File: src/design/ebc_pkg.sv
package ebc_pkg;

    typedef enum logic [2:0] {
        STEP_IDLE  = 3'd0,
        STEP_FETCH = 3'd1,
        STEP_CB    = 3'd2,
        STEP_OP0   = 3'd3,
        STEP_OP1   = 3'd4,
        STEP_OP2   = 3'd5,
        STEP_OP3   = 3'd6,
        STEP_SPARE = 3'd7
    } step_t;

    localparam logic [3:0] FLAG_Z = 4'b1000;
    localparam logic [3:0] FLAG_N = 4'b0100;
    localparam logic [3:0] FLAG_H = 4'b0010;
    localparam logic [3:0] FLAG_C = 4'b0001;

    localparam logic [7:0]  CB_PREFIX = 8'hcb;
    localparam logic [15:0] HIGH_PAGE = 16'hff00;

    localparam logic [1:0] FAULT_NONE    = 2'd0;
    localparam logic [1:0] FAULT_INVALID = 2'd1;
    localparam logic [1:0] FAULT_HALT    = 2'd2;
    localparam logic [1:0] FAULT_STOP    = 2'd3;

    // architectural state of the core
    typedef struct packed {
        logic [7:0]  a;
        logic [7:0]  b;
        logic [7:0]  c;
        logic [7:0]  d;
        logic [7:0]  e;
        logic [7:0]  h;
        logic [7:0]  l;
        logic [3:0]  f;
        logic [15:0] pc;
        logic [15:0] sp;
        logic        ime;
        logic [15:0] op;
        step_t       step;
        logic        halted;
        logic [1:0]  stop_code;
    } cpu_state_t;

    // one bus request with status
    typedef struct packed {
        logic [15:0] bus_address;
        logic        bus_write;
        logic [7:0]  write_data;
        logic        instruction_done;
        logic [4:0]  instruction_cycles;
        logic [1:0]  fault;
        logic        interrupts_on;
    } bus_req_t;

endpackage

File: src/design/eight_bit_cpu_instruction_executor.sv
// bus-driven 8-bit cpu core executing a subset of the lr35902 instruction set
//
// channels: s_ carries one request per accepted item: action in s_tuser
// (0 start at start_address, 1 previous bus request complete) and the read
// byte in s_tdata. m_ carries the next bus request: address, write flag,
// write data, done flag, cycle count, fault code and interrupt enable.
// cfg_ is a separate write channel loading the 16-bit start address.
//
// latency: the result register is loaded at the edge that accepts the
// request, so the result can be taken at the following edge; the item is
// decoded and executed by combinational logic between the state registers
// and the output register. throughput: one item per cycle while results are
// taken, set by the single decode/execute pass.
//
// reset clears all architectural state; the core sits idle until a start
// request. if the receiver stalls the output register holds its request and
// s_tready falls only while a full result waits and is not being taken.
module eight_bit_cpu_instruction_executor (
    input  logic        aclk,
    input  logic        aresetn,
    input  logic        s_tvalid,
    output logic        s_tready,
    input  logic [7:0]  s_tdata,   // read_data
    input  logic        s_tuser,   // action
    output logic        m_tvalid,
    input  logic        m_tready,
    output logic [39:0] m_tdata,   // bus_address, bus_write, write_data,
                                   // instruction_done, instruction_cycles,
                                   // fault, interrupts_on, zero fill
    input  logic        cfg_valid,
    output logic        cfg_ready,
    input  logic [15:0] cfg_data
);

    ebc_pkg::cpu_state_t st_reg, st_next;
    ebc_pkg::bus_req_t   req, out_reg;
    logic [15:0] start_reg;
    logic [7:0]  opnd0_reg;
    logic [7:0]  opnd1_reg;
    logic        opnd0_we;
    logic [7:0]  opnd0_wd;
    logic        opnd1_we;
    logic [7:0]  opnd1_wd;
    logic        valid_reg;
    logic        s_acc;

    assign cfg_ready = 1'b1;
    assign s_tready  = ~valid_reg | m_tready;
    assign s_acc     = s_tvalid & s_tready;
    assign m_tvalid  = valid_reg;
    assign m_tdata   = {6'd0, out_reg.interrupts_on, out_reg.fault,
                        out_reg.instruction_cycles, out_reg.instruction_done,
                        out_reg.write_data, out_reg.bus_write, out_reg.bus_address};

    ebc_exec u_exec (
        .action        (s_tuser),
        .rd            (s_tdata),
        .start_address (start_reg),
        .st            (st_reg),
        .opnd0         (opnd0_reg),
        .opnd1         (opnd1_reg),
        .st_next       (st_next),
        .opnd0_we      (opnd0_we),
        .opnd0_wd      (opnd0_wd),
        .opnd1_we      (opnd1_we),
        .opnd1_wd      (opnd1_wd),
        .req           (req)
    );

    always_ff @(posedge aclk) begin
        if (!aresetn) begin
            st_reg    <= '0;
            start_reg <= '0;
            valid_reg <= 1'b0;
        end else begin
            if (cfg_valid) start_reg <= cfg_data;
            if (s_acc) begin
                st_reg    <= st_next;
                valid_reg <= 1'b1;
            end else if (m_tready) begin
                valid_reg <= 1'b0;
            end
        end
    end

    // payload: operand latches and result register
    always_ff @(posedge aclk) begin
        if (s_acc && opnd0_we) opnd0_reg <= opnd0_wd;
        if (s_acc && opnd1_we) opnd1_reg <= opnd1_wd;
        if (s_acc) out_reg <= req;
    end

    // a done request never writes
    assert property (@(posedge aclk) disable iff (!aresetn)
        m_tvalid && m_tdata[25] |-> !m_tdata[16])
        else $error("opcode fetch issued as a write");

    // a stalled result stays put
    assert property (@(posedge aclk) disable iff (!aresetn)
        m_tvalid && !m_tready |=> m_tvalid && $stable(m_tdata))
        else $error("stalled result changed");

    // a fault never comes with a done flag
    assert property (@(posedge aclk) disable iff (!aresetn)
        m_tvalid && m_tdata[32:31] != ebc_pkg::FAULT_NONE |-> !m_tdata[25])
        else $error("fault with done");

endmodule

File: src/design/ebc_exec.sv
module ebc_exec (
    input  logic                   action,
    input  logic [7:0]             rd,
    input  logic [15:0]            start_address,
    input  ebc_pkg::cpu_state_t    st,
    input  logic [7:0]             opnd0,
    input  logic [7:0]             opnd1,
    output ebc_pkg::cpu_state_t    st_next,
    output logic                   opnd0_we,
    output logic [7:0]             opnd0_wd,
    output logic                   opnd1_we,
    output logic [7:0]             opnd1_wd,
    output ebc_pkg::bus_req_t      req
);

    logic [7:0]  o;
    logic [2:0]  hi, lo;
    logic [1:0]  pi;
    logic [15:0] hl, pc1, w, pairv;
    logic [2:0]  ph;
    logic        run;
    logic [7:0]  srcv, dstv, subv, res8;
    logic        take;

    function automatic logic [7:0] get_r(input ebc_pkg::cpu_state_t s, input logic [2:0] c);
        logic [7:0] v;
        case (c)
            3'd0: v = s.b;
            3'd1: v = s.c;
            3'd2: v = s.d;
            3'd3: v = s.e;
            3'd4: v = s.h;
            3'd5: v = s.l;
            3'd6: v = 8'd0;
            default: v = s.a;
        endcase
        return v;
    endfunction

    function automatic logic [15:0] get_p(input ebc_pkg::cpu_state_t s, input logic [1:0] i);
        logic [15:0] v;
        case (i)
            2'd0: v = {s.b, s.c};
            2'd1: v = {s.d, s.e};
            2'd2: v = {s.h, s.l};
            default: v = s.sp;
        endcase
        return v;
    endfunction

    always_comb begin
        st_next  = st;
        opnd0_we = 1'b0;
        opnd0_wd = rd;
        opnd1_we = 1'b0;
        opnd1_wd = rd;
        req      = '0;
        req.bus_address = st.pc;
        req.fault = st.halted ? st.stop_code : ebc_pkg::FAULT_NONE;
        o = st.op[7:0];
        hi = o[5:3]; lo = o[2:0]; pi = o[5:4];
        hl = {st.h, st.l};
        pc1 = st.pc + 16'd1;
        w = {rd, opnd0};
        ph = 3'd0;
        run = 1'b0;
        srcv = 8'd0; dstv = 8'd0; subv = 8'd0; res8 = 8'd0;
        take = 1'b1;
        pairv = 16'd0;

        if (!action) begin
            st_next.halted = 1'b0;
            st_next.stop_code = ebc_pkg::FAULT_NONE;
            st_next.pc = start_address;
            st_next.step = ebc_pkg::STEP_FETCH;
            req.fault = ebc_pkg::FAULT_NONE;
            req.bus_address = start_address;
            req.instruction_done = 1'b1;
        end else if (st.halted || st.step == ebc_pkg::STEP_IDLE
                     || st.step == ebc_pkg::STEP_SPARE) begin
            // nothing pending
        end else if (st.step == ebc_pkg::STEP_FETCH) begin
            st_next.pc = pc1;
            if (rd == ebc_pkg::CB_PREFIX) begin
                st_next.op = {ebc_pkg::CB_PREFIX, 8'd0};
                st_next.step = ebc_pkg::STEP_CB;
                req.bus_address = pc1;
            end else begin
                st_next.op = {8'd0, rd};
                run = 1'b1;
            end
        end else if (st.step == ebc_pkg::STEP_CB) begin
            st_next.pc = pc1;
            st_next.op = {ebc_pkg::CB_PREFIX, rd};
            run = 1'b1;
        end else begin
            ph = 3'(st.step - ebc_pkg::STEP_CB);
            run = 1'b1;
        end

        if (run) begin
            // decode from the updated opcode and pc
            o = st_next.op[7:0];
            hi = o[5:3]; lo = o[2:0]; pi = o[5:4];
            hl = {st_next.h, st_next.l};
            pc1 = st_next.pc + 16'd1;
            st_next.step = ebc_pkg::STEP_FETCH;
            req.bus_write = 1'b0;
            req.write_data = 8'd0;
            req.instruction_done = 1'b1;
            // default finish uses the final pc, patched below
            if (st_next.op[15:8] == ebc_pkg::CB_PREFIX) begin
                srcv = get_r(st_next, lo);
                if (lo == 3'd6 || o < 8'h40 || o >= 8'hc0) begin
                    st_next.step = ebc_pkg::STEP_IDLE;
                    st_next.halted = 1'b1;
                    st_next.stop_code = ebc_pkg::FAULT_INVALID;
                    req.instruction_done = 1'b0;
                    req.fault = ebc_pkg::FAULT_INVALID;
                end else begin
                    req.instruction_cycles = 5'd8;
                    if (o < 8'h80) begin
                        st_next.f[3] = ~srcv[hi];
                        st_next.f[2] = 1'b0;
                        st_next.f[1] = 1'b1;
                    end else begin
                        res8 = srcv & ~(8'd1 << hi);
                        case (lo)
                            3'd0: st_next.b = res8;
                            3'd1: st_next.c = res8;
                            3'd2: st_next.d = res8;
                            3'd3: st_next.e = res8;
                            3'd4: st_next.h = res8;
                            3'd5: st_next.l = res8;
                            default: st_next.a = res8;
                        endcase
                    end
                end
            end else begin
                case (o)
                    8'h00: req.instruction_cycles = 5'd4;
                    8'h10, 8'h76: begin
                        st_next.step = ebc_pkg::STEP_IDLE;
                        st_next.halted = 1'b1;
                        st_next.stop_code = (o == 8'h10) ? ebc_pkg::FAULT_STOP
                                                         : ebc_pkg::FAULT_HALT;
                        req.fault = st_next.stop_code;
                        req.instruction_done = 1'b0;
                    end
                    8'hf3, 8'hfb: begin
                        st_next.ime = o[3];
                        req.instruction_cycles = 5'd4;
                    end
                    8'h03, 8'h13, 8'h23, 8'h33: begin
                        pairv = get_p(st_next, pi) + 16'd1;
                        case (pi)
                            2'd0: {st_next.b, st_next.c} = pairv;
                            2'd1: {st_next.d, st_next.e} = pairv;
                            2'd2: {st_next.h, st_next.l} = pairv;
                            default: st_next.sp = pairv;
                        endcase
                        req.instruction_cycles = 5'd8;
                    end
                    8'h01, 8'h11, 8'h21, 8'h31, 8'hc3, 8'hea, 8'hcd: begin
                        if (ph == 3'd0) begin
                            st_next.step = ebc_pkg::STEP_OP0;
                            req.instruction_done = 1'b0;
                        end else if (ph == 3'd1) begin
                            opnd0_we = 1'b1;
                            st_next.pc = pc1;
                            st_next.step = ebc_pkg::STEP_OP1;
                            req.instruction_done = 1'b0;
                        end else if (ph == 3'd2) begin
                            st_next.pc = pc1;
                            opnd1_we = 1'b1; // hold high operand byte
                            if (o == 8'hc3) begin
                                st_next.pc = w;
                                req.instruction_cycles = 5'd12;
                            end else if (o == 8'hea) begin
                                st_next.step = ebc_pkg::STEP_OP2;
                                req.instruction_done = 1'b0;
                                req.bus_write = 1'b1;
                                req.write_data = st_next.a;
                            end else if (o == 8'hcd) begin
                                st_next.sp = st.sp - 16'd1;
                                st_next.step = ebc_pkg::STEP_OP2;
                                req.instruction_done = 1'b0;
                                req.bus_write = 1'b1;
                                req.write_data = pc1[15:8];
                            end else begin
                                case (pi)
                                    2'd0: {st_next.b, st_next.c} = w;
                                    2'd1: {st_next.d, st_next.e} = w;
                                    2'd2: {st_next.h, st_next.l} = w;
                                    default: st_next.sp = w;
                                endcase
                                req.instruction_cycles = 5'd12;
                            end
                        end else if (o == 8'hcd && st.step == ebc_pkg::STEP_OP2) begin
                            st_next.sp = st.sp - 16'd1;
                            st_next.step = ebc_pkg::STEP_OP3;
                            req.instruction_done = 1'b0;
                            req.bus_write = 1'b1;
                            req.write_data = st.pc[7:0];
                        end else begin
                            if (o == 8'hcd) begin
                                st_next.pc = {opnd1, opnd0};
                                req.instruction_cycles = 5'd24;
                            end else begin
                                req.instruction_cycles = (o == 8'hea) ? 5'd16 : 5'd12;
                            end
                        end
                    end
                    8'hf0, 8'he0: begin
                        if (ph == 3'd0) begin
                            st_next.step = ebc_pkg::STEP_OP0;
                            req.instruction_done = 1'b0;
                        end else if (ph == 3'd1) begin
                            st_next.pc = pc1;
                            st_next.step = ebc_pkg::STEP_OP1;
                            req.instruction_done = 1'b0;
                            if (o == 8'he0) begin
                                req.bus_write = 1'b1;
                                req.write_data = st_next.a;
                            end
                        end else begin
                            if (o == 8'hf0) st_next.a = rd;
                            req.instruction_cycles = 5'd12;
                        end
                    end
                    8'h0a, 8'h1a, 8'h2a, 8'h3a, 8'h02, 8'h12, 8'h22, 8'h32: begin
                        if (ph == 3'd0) begin
                            st_next.step = ebc_pkg::STEP_OP0;
                            req.instruction_done = 1'b0;
                            req.bus_write = ~o[3];
                            req.write_data = o[3] ? 8'd0 : st_next.a;
                        end else begin
                            if (o[3]) st_next.a = rd;
                            if (pi == 2'd2) {st_next.h, st_next.l} = hl + 16'd1;
                            if (pi == 2'd3) {st_next.h, st_next.l} = hl - 16'd1;
                            req.instruction_cycles = 5'd8;
                        end
                    end
                    8'hc5, 8'hd5, 8'he5, 8'hf5: begin
                        if (ph < 3'd2) begin
                            case ({pi, ph[0]})
                                3'b000: srcv = st.b;
                                3'b001: srcv = st.c;
                                3'b010: srcv = st.d;
                                3'b011: srcv = st.e;
                                3'b100: srcv = st.h;
                                3'b101: srcv = st.l;
                                3'b110: srcv = st.a;
                                default: srcv = {st.f, 4'd0};
                            endcase
                            st_next.sp = st.sp - 16'd1;
                            st_next.step = ph[0] ? ebc_pkg::STEP_OP1 : ebc_pkg::STEP_OP0;
                            req.instruction_done = 1'b0;
                            req.bus_write = 1'b1;
                            req.write_data = srcv;
                        end else begin
                            req.instruction_cycles = 5'd16;
                        end
                    end
                    8'hc1, 8'hd1, 8'he1, 8'hf1, 8'hc9: begin
                        if (ph == 3'd0) begin
                            st_next.step = ebc_pkg::STEP_OP0;
                            req.instruction_done = 1'b0;
                        end else if (ph == 3'd1) begin
                            opnd0_we = 1'b1;
                            st_next.sp = st.sp + 16'd1;
                            st_next.step = ebc_pkg::STEP_OP1;
                            req.instruction_done = 1'b0;
                        end else begin
                            st_next.sp = st.sp + 16'd1;
                            if (o == 8'hc9) begin
                                st_next.pc = w;
                                req.instruction_cycles = 5'd16;
                            end else begin
                                case (pi)
                                    2'd0: {st_next.b, st_next.c} = w;
                                    2'd1: {st_next.d, st_next.e} = w;
                                    2'd2: {st_next.h, st_next.l} = w;
                                    default: begin
                                        st_next.a = rd;
                                        st_next.f = opnd0[7:4];
                                    end
                                endcase
                                req.instruction_cycles = 5'd12;
                            end
                        end
                    end
                    8'hb8, 8'h90, 8'hfe: begin
                        if (o == 8'hfe && ph == 3'd0) begin
                            st_next.step = ebc_pkg::STEP_OP0;
                            req.instruction_done = 1'b0;
                        end else begin
                            if (o == 8'hfe) st_next.pc = pc1;
                            subv = (o == 8'hfe) ? rd : st.b;
                            res8 = st.a - subv;
                            st_next.f = {res8 == 8'd0, 1'b1, st.a[3:0] < subv[3:0], st.a < subv};
                            if (o == 8'h90) st_next.a = res8;
                            req.instruction_cycles = 5'd4;
                        end
                    end
                    8'h18, 8'h20, 8'h28, 8'h30, 8'h38: begin
                        case (o)
                            8'h20: take = ~st.f[3];
                            8'h28: take = st.f[3];
                            8'h30: take = ~st.f[0];
                            8'h38: take = st.f[0];
                            default: take = 1'b1;
                        endcase
                        if (ph == 3'd0) begin
                            if (!take) begin
                                st_next.pc = pc1;
                                req.instruction_cycles = 5'd8;
                            end else begin
                                st_next.step = ebc_pkg::STEP_OP0;
                                req.instruction_done = 1'b0;
                            end
                        end else begin
                            st_next.pc = pc1 + {{8{rd[7]}}, rd};
                            req.instruction_cycles = 5'd12;
                        end
                    end
                    default: begin
                        srcv = get_r(st_next, lo);
                        dstv = get_r(st_next, hi);
                        if (o[7:6] == 2'b00 && (lo == 3'd4 || lo == 3'd5 || lo == 3'd6)
                            && hi != 3'd6) begin
                            if (lo == 3'd6 && ph == 3'd0) begin
                                st_next.step = ebc_pkg::STEP_OP0;
                                req.instruction_done = 1'b0;
                            end else begin
                                if (lo == 3'd4) begin
                                    res8 = dstv + 8'd1;
                                    st_next.f[3:1] = {res8 == 8'd0, 1'b0, dstv[3:0] == 4'hf};
                                    req.instruction_cycles = 5'd4;
                                end else if (lo == 3'd5) begin
                                    res8 = dstv - 8'd1;
                                    st_next.f[3:1] = {res8 == 8'd0, 1'b1, dstv[3:0] == 4'h0};
                                    req.instruction_cycles = 5'd4;
                                end else begin
                                    st_next.pc = pc1;
                                    res8 = rd;
                                    req.instruction_cycles = 5'd8;
                                end
                                case (hi)
                                    3'd0: st_next.b = res8;
                                    3'd1: st_next.c = res8;
                                    3'd2: st_next.d = res8;
                                    3'd3: st_next.e = res8;
                                    3'd4: st_next.h = res8;
                                    3'd5: st_next.l = res8;
                                    default: st_next.a = res8;
                                endcase
                            end
                        end else if (o[7:6] == 2'b01) begin
                            if (lo == 3'd6 || hi == 3'd6) begin
                                if (ph == 3'd0) begin
                                    st_next.step = ebc_pkg::STEP_OP0;
                                    req.instruction_done = 1'b0;
                                    req.bus_write = (lo != 3'd6);
                                    req.write_data = (lo != 3'd6) ? srcv : 8'd0;
                                end else begin
                                    req.instruction_cycles = 5'd8;
                                end
                            end else begin
                                req.instruction_cycles = 5'd4;
                            end
                            if (hi != 3'd6 && !(lo == 3'd6 && ph == 3'd0)) begin
                                res8 = (lo == 3'd6) ? rd : srcv;
                                case (hi)
                                    3'd0: st_next.b = res8;
                                    3'd1: st_next.c = res8;
                                    3'd2: st_next.d = res8;
                                    3'd3: st_next.e = res8;
                                    3'd4: st_next.h = res8;
                                    3'd5: st_next.l = res8;
                                    default: st_next.a = res8;
                                endcase
                            end
                        end else if (o[7:3] == 5'b10101 && lo != 3'd6) begin
                            res8 = st.a ^ srcv;
                            st_next.a = res8;
                            st_next.f = {res8 == 8'd0, 3'b000};
                            req.instruction_cycles = 5'd4;
                        end else begin
                            st_next.step = ebc_pkg::STEP_IDLE;
                            st_next.halted = 1'b1;
                            st_next.stop_code = ebc_pkg::FAULT_INVALID;
                            req.instruction_done = 1'b0;
                            req.fault = ebc_pkg::FAULT_INVALID;
                        end
                    end
                endcase
            end

            // address of the next access
            if (req.instruction_done || st_next.halted) begin
                req.bus_address = st_next.pc;
            end else begin
                case (o)
                    8'hea: req.bus_address = (ph == 3'd2) ? w : st_next.pc;
                    8'hcd: req.bus_address = (ph >= 3'd2) ? st_next.sp : st_next.pc;
                    8'hf0, 8'he0:
                        req.bus_address = (ph == 3'd1) ? (ebc_pkg::HIGH_PAGE | {8'd0, rd})
                                                       : st_next.pc;
                    8'h0a, 8'h1a, 8'h02, 8'h12: req.bus_address = get_p(st_next, pi);
                    8'h2a, 8'h3a, 8'h22, 8'h32: req.bus_address = hl;
                    8'hc5, 8'hd5, 8'he5, 8'hf5,
                    8'hc1, 8'hd1, 8'he1, 8'hf1, 8'hc9: req.bus_address = st_next.sp;
                    default:
                        req.bus_address = (o[7:6] == 2'b01) ? hl : st_next.pc;
                endcase
            end
        end
        req.interrupts_on = st_next.ime;
    end

endmodule

File: config.mk
export PLATFORM = sky130hd
export DESIGN_NAME = eight_bit_cpu_instruction_executor
export DESIGN_NICKNAME = d
export VERILOG_FILES = /design/src/design/ebc_pkg.sv /design/src/design/eight_bit_cpu_instruction_executor.sv /design/src/design/ebc_exec.sv
export SDC_FILE = /design/constraint.sdc
export NUM_CORES = 2
export LEC_CHECK = 0
export ABC_AREA = 1
export BUFFER_PORTS_ARGS = -buffer_cell sky130_fd_sc_hd__buf_4
export CELL_PAD_IN_SITES_DETAIL_PLACEMENT = 2
export CELL_PAD_IN_SITES_GLOBAL_PLACEMENT = 2
export CORE_MARGIN = 2
export CORE_UTILIZATION = 37
export CTS_BUF_LIST = sky130_fd_sc_hd__clkbuf_8
export DETAILED_ROUTE_END_ITERATION = 8
export PLACE_DENSITY_LB_ADDON = 0.1
export SYNTH_ARGS = -nofsm -noshare
export SYNTH_HDL_FRONTEND = slang
export SYNTH_SLANG_ARGS = --single-unit
File: constraint.sdc
create_clock -name aclk -period 12.2 [get_ports aclk]
set_clock_uncertainty 0.1 [all_clocks]
set_input_delay 0 -clock aclk [delete_from_list [all_inputs] [get_ports aclk]]
set_output_delay 0 -clock aclk [all_outputs]
set_load 0.05 [all_outputs]
==> insert_results.sql <==
INSERT INTO impl_metrics (metric_group, metric, value, unit) VALUES
('outcome', 'outcome', 'complete, no violations', ''),
('placement', 'dp_hpwl', '144', 'mm'),
('setup_path', 'worst-endpoint-required', '12720', 'ps'),
('die', 'io_pins', '73', ''),
('power_and_ir_drop', 'ir_drop_worst_vdd', '0.0801', 'mV'),
('setup_path', 'worst_path_dominant_cell_family', 'simple AND/OR/NAND/NOR gates', ''),
('setup_path', 'cp.arrival', '8600', 'ps'),
('global_route', 'overall_fraction_of_global_route_tracks_in_use', '58.5', '%'),
('synth', 'yosysUniqueCellTypes', '74', ''),
('power_and_ir_drop', 'static-leakage-power', '11.7', 'nW'),
('route', 'detailedRoute.firstPassIterationCount', '7', ''),
('global_route', 'global_route_wire_length_before_repair', '299', 'mm'),
('synth', 'post_synth_xor_area_fraction', '2.10', '%'),
('synth', 'synth_enable_flop_cells', '48', ''),
('power_and_ir_drop', 'power_density', '121', 'nW/um2'),
('timing', 'layout_setup_ws', '4120', 'ps'),
('clocking', 'cts_num_sinks', '180', ''),
('cells_and_area', 'design.final.nets', '4618', ''),
('cells_and_area', 'fill_cells', '8933', ''),
('global_route', 'grt_pass1_vias', '39800', ''),
('synth', 'post-synth-top-area-cell', 'nand2_1', ''),
('timing', 'worst_pin_slew', '1350', 'ps'),
('setup_path', 'worstPathMaxFanout', '15', ''),
('synth', 'mappedNetlistArea', '25400', 'um2'),
('setup_path', 'worstPathBufferInverterCount', '4', ''),
('setup_path', 'critPathMostFrequentCell', 'nand2_1', ''),
('global_route', 'grt_overflow', '0', ''),
('die', 'placementRows', '96', ''),
('placement', 'weighted_congestion_at_the_end_of_routability_driven_global_placement', '1.10', ''),
('placement', 'io_buffer_count', '63', ''),
('route', 'routed-via-count', '40000', ''),
('clocking', 'cts_root_buf', 'clkbuf_8', ''),
('synth', 'post_synth_main_area_contributors', 'nand2_1 17%, dfxtp_1 10%, a21oi_1 10%, o21ai_0 9.6%, nand3_1 7.4%', ''),
('clocking', 'cts_tree', 'done', ''),
('clocking', 'cts_hold_buffers', '63', ''),
('synth', 'yosysSeqAreaShare', '16.1', '%'),
('timing', 'report.final.slew_viol_count', '0', ''),
('global_route', 'number_of_antenna_violations_at_the_first_check_in_global_routing', '36', ''),
('synth', 'synth.yosys.warnings', '0', ''),
('synth', 'post-synth-top-area-fraction', '17.0', '%'),
('setup_path', 'setup.worst_path.class', 'register to register', ''),
('setup_path', 'crit_path_max_incr_delay', '590', 'ps'),
('synth', 'yosys_register_bits', '180', ''),
('timing', 'final_hold_vio_count', '0', ''),
('clocking', 'skew_pair_late_insertion_delay', '720', 'ps'),
('clocking', 'post_cts_resized', '0', ''),
('job', 'cap_viol_max_count', '0', ''),
('synth', 'synth_fa_ha_area_share', '1.88', '%'),
('setup_path', 'setup.worst_path.end_class', 'register', ''),
('cells_and_area', 'largest_reg_flops', '115', ''),
('synth', 'synth_compound_area_share', '31.4', '%'),
('route', 'routed_wirelength', '211', 'mm'),
('synth', 'postSynth.topFlopCell', 'dfxtp_1', ''),
('timing', 'max-slew-margin-rel', '9.95', '%'),
('timing', 'rsz0062_at_grt', 'no', ''),
('route', 'drc', '0', ''),
('clocking', 'cts_buffer_depth', '2', ''),
('route', 'routed_wire_length_per_instance', '38.5', 'um'),
('synth', 'synthTopCellsByCount', '1151 x nand2_1, 507 x a21oi_1, 490 x o21ai_0, 421 x inv_1, 400 x nor2_1', ''),
('timing', 'report.final.setup_viol', '0', ''),
('synth', 'postSynth.asyncResetShare', '0', '%'),
('min_path', 'min_path_type', 'input pin to register', ''),
('route', 'viasPerCell', '7.31', ''),
('die', 'die_y', '266', 'um'),
('synth', 'syn-instance-count', '4612', ''),
('setup_path', 'cpMaxStageDelayCell', 'nor2_2', ''),
('timing', 'setup_tns_final', '0', 'ps'),
('cells_and_area', 'layout-drive-gt1-share', '7.06', '%'),
('clocking', 'cts.clk_slew.worst_paths', '210', 'ps'),
('die', 'die-area', '70800', 'um2'),
('clocking', 'deepest_level_of_the_cts_h_tree', '4', '');
[layout make-up]
class	count	area (um2)	area share, %
Multi-Input combinational cell	3669	18300	66.5
Sequential cell	180	4080	14.8
Inverter	470	1770	6.41
Timing Repair Buffer	213	1760	6.37
Tap cell	882	1100	4.00
Clock buffer	17	234	0.849
Clock inverter	15	214	0.776
Antenna cell	32	80.1	0.291
[metal layers]
layer  global-route usage (%)  vias to the layer above  wire (um)
met5                     2.36                        -        237
met4                     54.8                       22      24900
met3                     23.4                     1402      28200
met2                     83.3                     3577      84800
met1                     66.0                    19400      72800
li1                         -                    15600          -
[final timing paths]
check | startpoint | end | slack, ps | depth (start not counted)
hold / removal | cfg_valid | start_reg[13] | 150 | 4
setup reg to reg | st_reg[5] | st_reg[53] | 4120 | 34
setup / recovery | st_reg[5] | st_reg[53] | 4120 | 34
hold reg to reg | st_reg[13] | st_reg[13] | 390 | 2
[layout by cell type (no fill, tap or decap), drive strengths merged, types with 4 or more instances in the layout]
cell	instances
o21bai	15
a211oi	48
o31ai	7
nor2	441
or2	6
nand3	378
nor3	61
o32ai	8
o22ai	63
o21ai	537
a31oi	24
o2111ai	27
nand3b	4
a221oi	5
conb	9
o221ai	29
nor4	16
nand2	1177
nand4	69
a21oi	509
buf	150
a32oi	5
edfxtp	48
o211ai	79
o21a	10
clkbuf	17
dfxtp	132
clkinv	19
and2	4
xor2	49
xnor2	11
diode	32
a22oi	15
ha	35
dlygate4sd3	63
inv	466
[cell families (layout without fill, tap and decap cells)]
group,after synthesis,in the layout
other,2,41
AND/OR/NAND/NOR,2160,2160
adder cells (fa/ha/maj),37,37
buffers and inverters,770,715
XOR/XNOR,60,60
AO/OA/AOI/OAI,1403,1403
flip-flops,180,180
[through the flow]
stage                     area (um2)  hold WS, ps  instances
after floorplan                25400        -1.13       4619
after global placement         26400          126       5351
after detailed placement       26400          135       5351
after CTS                      27500          135       5446
after global routing           27500          173       5453
final                          27600          151       5478
[worst register-to-register path, delay by kind of cell, from the launching register on]
| kind | cells | cell delay, ps |
|---|---|---|
| AO/OA/AOI/OAI | 4 | 1170 |
| XOR/XNOR | 1 | 490 |
| adder cells (fa/ha/maj) | 1 | 450 |
| buffers and inverters | 4 | 780 |
| flip-flops | 1 | 450 |
| AND/OR/NAND/NOR | 24 | 4560 |
[where the power goes]
group	switching, mW	internal [mW]	total, mW
sequential	0.101	0.666	0.766
combinational	1.53	0.453	1.98
clock	0.411	0.167	0.578
Note: power is estimated with default switching activity, not from simulation.
